$ cat src/hw/rtl/tmhq_pkg.sv
`timescale 1ns / 1ps
// ----------------------------------------------------------------------------
// Ternary min-heap queue package
// Shared constants, codes, types and index helpers of the heap queue core.
// ----------------------------------------------------------------------------
package tmhq_pkg;

   localparam int CAPACITY = 256;
   localparam int ARITY    = 3;
   localparam int ADDR_W   = $clog2(CAPACITY);
   localparam int COUNT_W  = $clog2(CAPACITY + 1);
   localparam int CHILD_W  = ADDR_W + 2;
   localparam int VALUE_W  = 32;
   localparam int STATUS_W = 2;
   localparam int CMD_W    = 1;
   localparam int KIDX_W   = 2;

   // Division by three as a multiply by a rounded-up reciprocal.
   localparam int DIV3_SHIFT = ADDR_W + 1;
   localparam int DIV3_MULT  = (2 ** DIV3_SHIFT) / 3 + 1;
   localparam int PROD_W     = ADDR_W + DIV3_SHIFT;

   localparam logic [CMD_W-1:0] CMD_INSERT  = 1'b0;
   localparam logic [CMD_W-1:0] CMD_EXTRACT = 1'b1;

   localparam logic [STATUS_W-1:0] STATUS_OK    = 2'd0;
   localparam logic [STATUS_W-1:0] STATUS_EMPTY = 2'd1;
   localparam logic [STATUS_W-1:0] STATUS_FULL  = 2'd2;

   localparam logic [KIDX_W-1:0] LAST_CHILD = KIDX_W'(ARITY - 1);

   typedef logic [ADDR_W-1:0]         addr_type;
   typedef logic [COUNT_W-1:0]        count_type;
   typedef logic [CHILD_W-1:0]        child_type;
   typedef logic signed [VALUE_W-1:0] value_type;

   typedef enum logic [3:0] {
      S_IDLE,
      S_CHECK,
      S_UP_TEST,
      S_UP_CMP,
      S_EX_ROOT,
      S_EX_LAST,
      S_DN_TEST,
      S_DN_CHILD,
      S_DN_DECIDE,
      S_FINISH
   } state_type;

   typedef enum logic [3:0] {
      OP_NONE,
      OP_ACCEPT,
      OP_REJECT_FULL,
      OP_REJECT_EMPTY,
      OP_INS_START,
      OP_EX_START,
      OP_UP_READ,
      OP_UP_MOVE,
      OP_UP_PLACE,
      OP_EX_TAKE,
      OP_EX_LAST,
      OP_DN_FIRST,
      OP_DN_CHILD,
      OP_DN_MOVE,
      OP_DN_PLACE,
      OP_RSP_LOAD
   } op_type;

   typedef struct packed {
      op_type op;
   } ctrl_cmd_type;

   typedef struct packed {
      logic is_extract;
      logic count_zero;
      logic count_full;
      logic idx_zero;
      logic parent_greater;
      logic last_entry;
      logic no_child;
      logic more_child;
      logic child_better;
      logic rsp_free;
   } dp_status_type;

   // Parent slot (i-1)/3; its result is only used for slots other than the root.
   function automatic addr_type parent_of(input addr_type idx);
      addr_type          pred;
      logic [PROD_W-1:0] prod;
      pred = idx - addr_type'(1);
      prod = PROD_W'(pred) * PROD_W'(DIV3_MULT);
      return prod[DIV3_SHIFT +: ADDR_W];
   endfunction

   // Left child slot 3i+1.
   function automatic child_type first_child_of(input addr_type idx);
      return (child_type'(idx) << 1) + child_type'(idx) + child_type'(1);
   endfunction

endpackage

$ cat src/hw/rtl/tmhq_ctrl.sv
`timescale 1ns / 1ps
// ----------------------------------------------------------------------------
// Heap queue controller
// Sequences sift-up and sift-down steps and issues one datapath command
// per cycle.
// ----------------------------------------------------------------------------
module tmhq_ctrl (
   input  logic                    clock,
   input  logic                    reset,
   input  logic                    req_valid,
   output logic                    req_ready,
   input  tmhq_pkg::dp_status_type dp_status,
   output tmhq_pkg::ctrl_cmd_type  ctrl_cmd
);

   tmhq_pkg::state_type state_ff;
   tmhq_pkg::state_type state_in;

   always_ff @(posedge clock) begin
      if (reset) begin
         state_ff <= tmhq_pkg::S_IDLE;
      end else begin
         state_ff <= state_in;
      end
   end

   // Next state.
   always_comb begin
      state_in = state_ff;
      case (state_ff)
         tmhq_pkg::S_IDLE: begin
            if (req_valid) state_in = tmhq_pkg::S_CHECK;
         end
         tmhq_pkg::S_CHECK: begin
            if (dp_status.is_extract) begin
               state_in = dp_status.count_zero ? tmhq_pkg::S_FINISH : tmhq_pkg::S_EX_ROOT;
            end else begin
               state_in = dp_status.count_full ? tmhq_pkg::S_FINISH : tmhq_pkg::S_UP_TEST;
            end
         end
         tmhq_pkg::S_UP_TEST: begin
            state_in = dp_status.idx_zero ? tmhq_pkg::S_FINISH : tmhq_pkg::S_UP_CMP;
         end
         tmhq_pkg::S_UP_CMP: begin
            state_in = dp_status.parent_greater ? tmhq_pkg::S_UP_TEST : tmhq_pkg::S_FINISH;
         end
         tmhq_pkg::S_EX_ROOT: begin
            state_in = dp_status.last_entry ? tmhq_pkg::S_FINISH : tmhq_pkg::S_EX_LAST;
         end
         tmhq_pkg::S_EX_LAST: begin
            state_in = tmhq_pkg::S_DN_TEST;
         end
         tmhq_pkg::S_DN_TEST: begin
            state_in = dp_status.no_child ? tmhq_pkg::S_FINISH : tmhq_pkg::S_DN_CHILD;
         end
         tmhq_pkg::S_DN_CHILD: begin
            state_in = dp_status.more_child ? tmhq_pkg::S_DN_CHILD : tmhq_pkg::S_DN_DECIDE;
         end
         tmhq_pkg::S_DN_DECIDE: begin
            state_in = dp_status.child_better ? tmhq_pkg::S_DN_TEST : tmhq_pkg::S_FINISH;
         end
         tmhq_pkg::S_FINISH: begin
            if (dp_status.rsp_free) state_in = tmhq_pkg::S_IDLE;
         end
         default: begin
            state_in = tmhq_pkg::S_IDLE;
         end
      endcase
   end

   // Outputs.
   always_comb begin
      ctrl_cmd.op = tmhq_pkg::OP_NONE;
      req_ready   = 1'b0;
      case (state_ff)
         tmhq_pkg::S_IDLE: begin
            req_ready = 1'b1;
            if (req_valid) ctrl_cmd.op = tmhq_pkg::OP_ACCEPT;
         end
         tmhq_pkg::S_CHECK: begin
            if (dp_status.is_extract) begin
               ctrl_cmd.op = dp_status.count_zero ? tmhq_pkg::OP_REJECT_EMPTY
                                                  : tmhq_pkg::OP_EX_START;
            end else begin
               ctrl_cmd.op = dp_status.count_full ? tmhq_pkg::OP_REJECT_FULL
                                                  : tmhq_pkg::OP_INS_START;
            end
         end
         tmhq_pkg::S_UP_TEST: begin
            ctrl_cmd.op = dp_status.idx_zero ? tmhq_pkg::OP_UP_PLACE : tmhq_pkg::OP_UP_READ;
         end
         tmhq_pkg::S_UP_CMP: begin
            ctrl_cmd.op = dp_status.parent_greater ? tmhq_pkg::OP_UP_MOVE
                                                   : tmhq_pkg::OP_UP_PLACE;
         end
         tmhq_pkg::S_EX_ROOT: begin
            ctrl_cmd.op = tmhq_pkg::OP_EX_TAKE;
         end
         tmhq_pkg::S_EX_LAST: begin
            ctrl_cmd.op = tmhq_pkg::OP_EX_LAST;
         end
         tmhq_pkg::S_DN_TEST: begin
            ctrl_cmd.op = dp_status.no_child ? tmhq_pkg::OP_DN_PLACE : tmhq_pkg::OP_DN_FIRST;
         end
         tmhq_pkg::S_DN_CHILD: begin
            ctrl_cmd.op = tmhq_pkg::OP_DN_CHILD;
         end
         tmhq_pkg::S_DN_DECIDE: begin
            ctrl_cmd.op = dp_status.child_better ? tmhq_pkg::OP_DN_MOVE
                                                 : tmhq_pkg::OP_DN_PLACE;
         end
         tmhq_pkg::S_FINISH: begin
            if (dp_status.rsp_free) ctrl_cmd.op = tmhq_pkg::OP_RSP_LOAD;
         end
         default: begin
            ctrl_cmd.op = tmhq_pkg::OP_NONE;
         end
      endcase
   end

endmodule

$ cat config.mk
export PLATFORM = sky130hd
export DESIGN_NAME = tmhq_ctrl
export DESIGN_NICKNAME = d
export VERILOG_FILES = /design/src/hw/rtl/tmhq_pkg.sv /design/src/hw/rtl/tmhq_ctrl.sv
export SDC_FILE = /design/constraint.sdc
export NUM_CORES = 1
export LEC_CHECK = 0
export BUFFER_PORTS_ARGS = -buffer_cell sky130_fd_sc_hd__buf_4
export CORE_AREA = 2 2 39 41
export DETAILED_ROUTE_END_ITERATION = 10
export DIE_AREA = 0 0 41 43
export GPL_ROUTABILITY_DRIVEN = 1
export PLACE_DENSITY_LB_ADDON = 0.08
export RECOVER_POWER = 50
export SLEW_MARGIN = 20
export SYNTH_ARGS = -nofsm -noshare
export SYNTH_HDL_FRONTEND = slang
export SYNTH_SLANG_ARGS = --single-unit
$ cat constraint.sdc
create_clock -name clock -period 4.4 [get_ports clock]
set_input_delay 0 -clock clock [delete_from_list [all_inputs] [get_ports clock]]
set_output_delay 0 -clock clock [all_outputs]
set_load 0.02 [all_outputs]
==> results.md <==
- FF/Latch Area: 80.08 sq um
- Area of the multi-input gates: 372.9 sq um
- Worst Setup Start Kind: flop
- CTS tree: done
- Seq pwr share: 25.3%
- H-tree depth: 1
- Max-slew violation count: 0
- Layout area overhead: 30.05%
- Slowest cell delay on critical path: 0.64 ns
- Pin count of the biggest net entering global routing: 18
- Clk root buf: clkbuf_4
- Vias per cell: 5.804
- Inserted Clock Buffers: 3
- Die Area: 1763 sq um
- Final wirelength: 1435 um
- DR vias: 592
- I/O pin cnt: 18
- Synth warn: 0
- GRT Total Usage: 18.00%
- Post-synth EDFFs: 0
- Highest-delay cell along the critical path: dfxtp_1
- Post-synth ARST share: 0%
- Initial antenna violation count: 0
- RePlAce Congestion: 0.7531
- Crit path time final: 1.917 ns
- Peak VDD IR: 0.0002286 V
- Row count: 14
- Sw Ratio: 50.21%
- Via count of the first global-routing pass: 502
- Worst-path clk slew: 0.04 ns
- Final hold violations: 0
- #FFs+latches synth: 4
- Min-Delay Path Class: in -> reg
- Slew HR: 60.93%
- Comb power frac: 61.8%
- Clk buf depth: 2
- Synthesized cell area: 495.5 sq um
- LEAKAGE: 0.0002431 uW
- Crit-path max FO: 17
- Total of max-cap violations: 0
- Clock power share: 13.0%
- Design Area, Final: 644.4 sq um
- PD cells: 571.4 nW/um^2
- WS Path Type: reg -> out
- Final period util: 43.57%
- Reg with most FFs: state_ff
- Share of layout cells above drive strength 1: 23.26%
- Number of port buffers: 17
- First-pass GRT wire length: 2214 um
- RSZ-0062 raised after global routing: no
- Design internal power: 183.3 uW
- Status: finished clean
- DR pass1 iterations: 4
- Netlist cell types: 36
- Crit path required time: 4.40 ns
- WL/cell: 14.07 um
- Critical path capture point type: primary output
- Initial drt markers: 13
- Post-CTS Setup Bufs: 0
- Worst-Margin Slew: 0.5853 ns
- Final setup fails: 0
- Switching power: 184.9 uW
- Seq/Total Area, Yosys: 16.16%
- Die Y: 43 um
- Arr. time, crit path: 1.92 ns
- Drt drc: 0
- Biggest regs: state_ff (4)
- CTS resizes: 0
- Clk Latency, worst-skew pair: 0.24 ns
- Top FF cell, synth: dfxtp_1
- Final #Nets: 101
- Avg Inst Size Synth: 7.078 sq um
- Post-Syn Nets: 83
- Post-route setup TNS: 0 ns
- Inserted Diodes: 0
- Clk_skew: 0.002530 ns
- Crit-path cells: nand2b_1 -> a31oi_1 -> or3_1 -> o2111ai_1 -> buf_4
- Core area: 1384 sq um
- Largest register FFs: 4
- Die Wd: 41 um
- Initial Util: 35.80%
- Syn Inst Count: 70
- Total grt overflow: 0
- Filler instances: 163
- DP Area: 615.6 sq um
- HPWL after DPL: 1048 um
- Clk sinks: 4
- ANT nets after route: 0
- Fmax: 521.6 MHz
==> area by class of cell <==
type	count	share of cell area, %
sequential	4	12.43
multi-input combinational	57	57.86
inverter	4	2.330
tap	16	3.107
clock buffer	3	3.495
timing repair buffer	18	20.78
==> final timing paths <==
check	start	end	slack (ns)	cells after the start
setup / recovery	state_ff[0]$_SDFFE_PP0P_	ctrl_cmd[2]	2.48	5
hold / removal	dp_status[2]	state_ff[3]$_SDFFE_PP0P_	0.09	4
setup reg to reg	state_ff[3]$_SDFFE_PP0P_	state_ff[0]$_SDFFE_PP0P_	2.67	4
hold reg to reg	state_ff[0]$_SDFFE_PP0P_	state_ff[3]$_SDFFE_PP0P_	0.70	2
==> per-stage QoR <==
step,std cells,hold slack (ns),power [uW],util (%),worst slack (ns)
after floorplan,70,0.06941,246.5,-,2.967
after global placement,98,0.1934,329.1,44.48,2.699
after global routing,102,0.1120,393.9,46.56,2.376
after CTS,102,0.08441,376.4,46.84,2.506
after detailed placement,98,0.1933,325.7,44.48,2.668
final,102,0.08836,368.2,46.56,2.483
==> timing repair <==
action,4_1_cts,5_1_grt
setup endpoints to repair,0,0
hold endpoints to repair,3,0
hold buffers,1,0
==> Yosys cell counts (all sizes together), types with 2 or more instances <==
cell type | n | area, sq um
clkbuf | 3 | 11.26
buf | 2 | 16.26
inv | 4 | 15.01
nand4 | 4 | 25.02
or3 | 2 | 12.51
a31oi | 6 | 37.54
a21oi | 2 | 10.01
a21o | 2 | 15.01
nand3b | 2 | 15.01
dfxtp | 4 | 80.08
mux2 | 2 | 22.52
nand2b | 5 | 31.28
nand2 | 2 | 7.510
o21ai | 4 | 20.01
nor3 | 2 | 10.01
nor2 | 6 | 22.52
==> power groups by stage <==
| stage | Combinational (uW) | Sequential, uW | Clock (uW) |
|---|---|---|---|
| after floorplan | 188 | 58.1 | 0 |
| after global placement | 236 | 93.4 | 0 |
| after detailed placement | 234 | 91.4 | 0 |
| after CTS | 236 | 91.4 | 48.9 |
| after global routing | 248 | 95.4 | 50.1 |
| final | 227 | 93.0 | 47.8 |
==> cell families after synthesis <==
family	after synthesis	synth area share, %
simple gates	30	35.61
buf+inv	9	8.584
compound gates	24	33.08
flops	4	16.16
mux	3	6.565
==> worst max-delay path: cells and delay by family, from the launching register on <==
kind            cells  cell delay, ns
compound gates      2            0.22
buf+inv             1            0.18
simple gates        2            0.64
flops               1            0.64
==> per-layer routing <==
layer  share of wire [%]  vias to the layer above  track usage (%)
met4                 1.6                        0            6.000
met2                  45                       17            25.94
met1                  49                      266            26.03
met3                 4.9                        4            3.141
li1                    -                      305                -
met5                   0                        -                0
==> layout by cell type, fill, tap and decap left out, drive strengths merged, types with 2 or more instances in the layout <==
cell type and n:
buf 16, nor2 6, o21ai 4, inv 4
a21o 2, nand3b 2, nand2b 5, nand4 4
a31oi 6, a21oi 2, mux2 2, dfxtp 4
nor3 2, nand2 2, clkbuf 4, or3 2
Power figures use the tool's default switching activity.
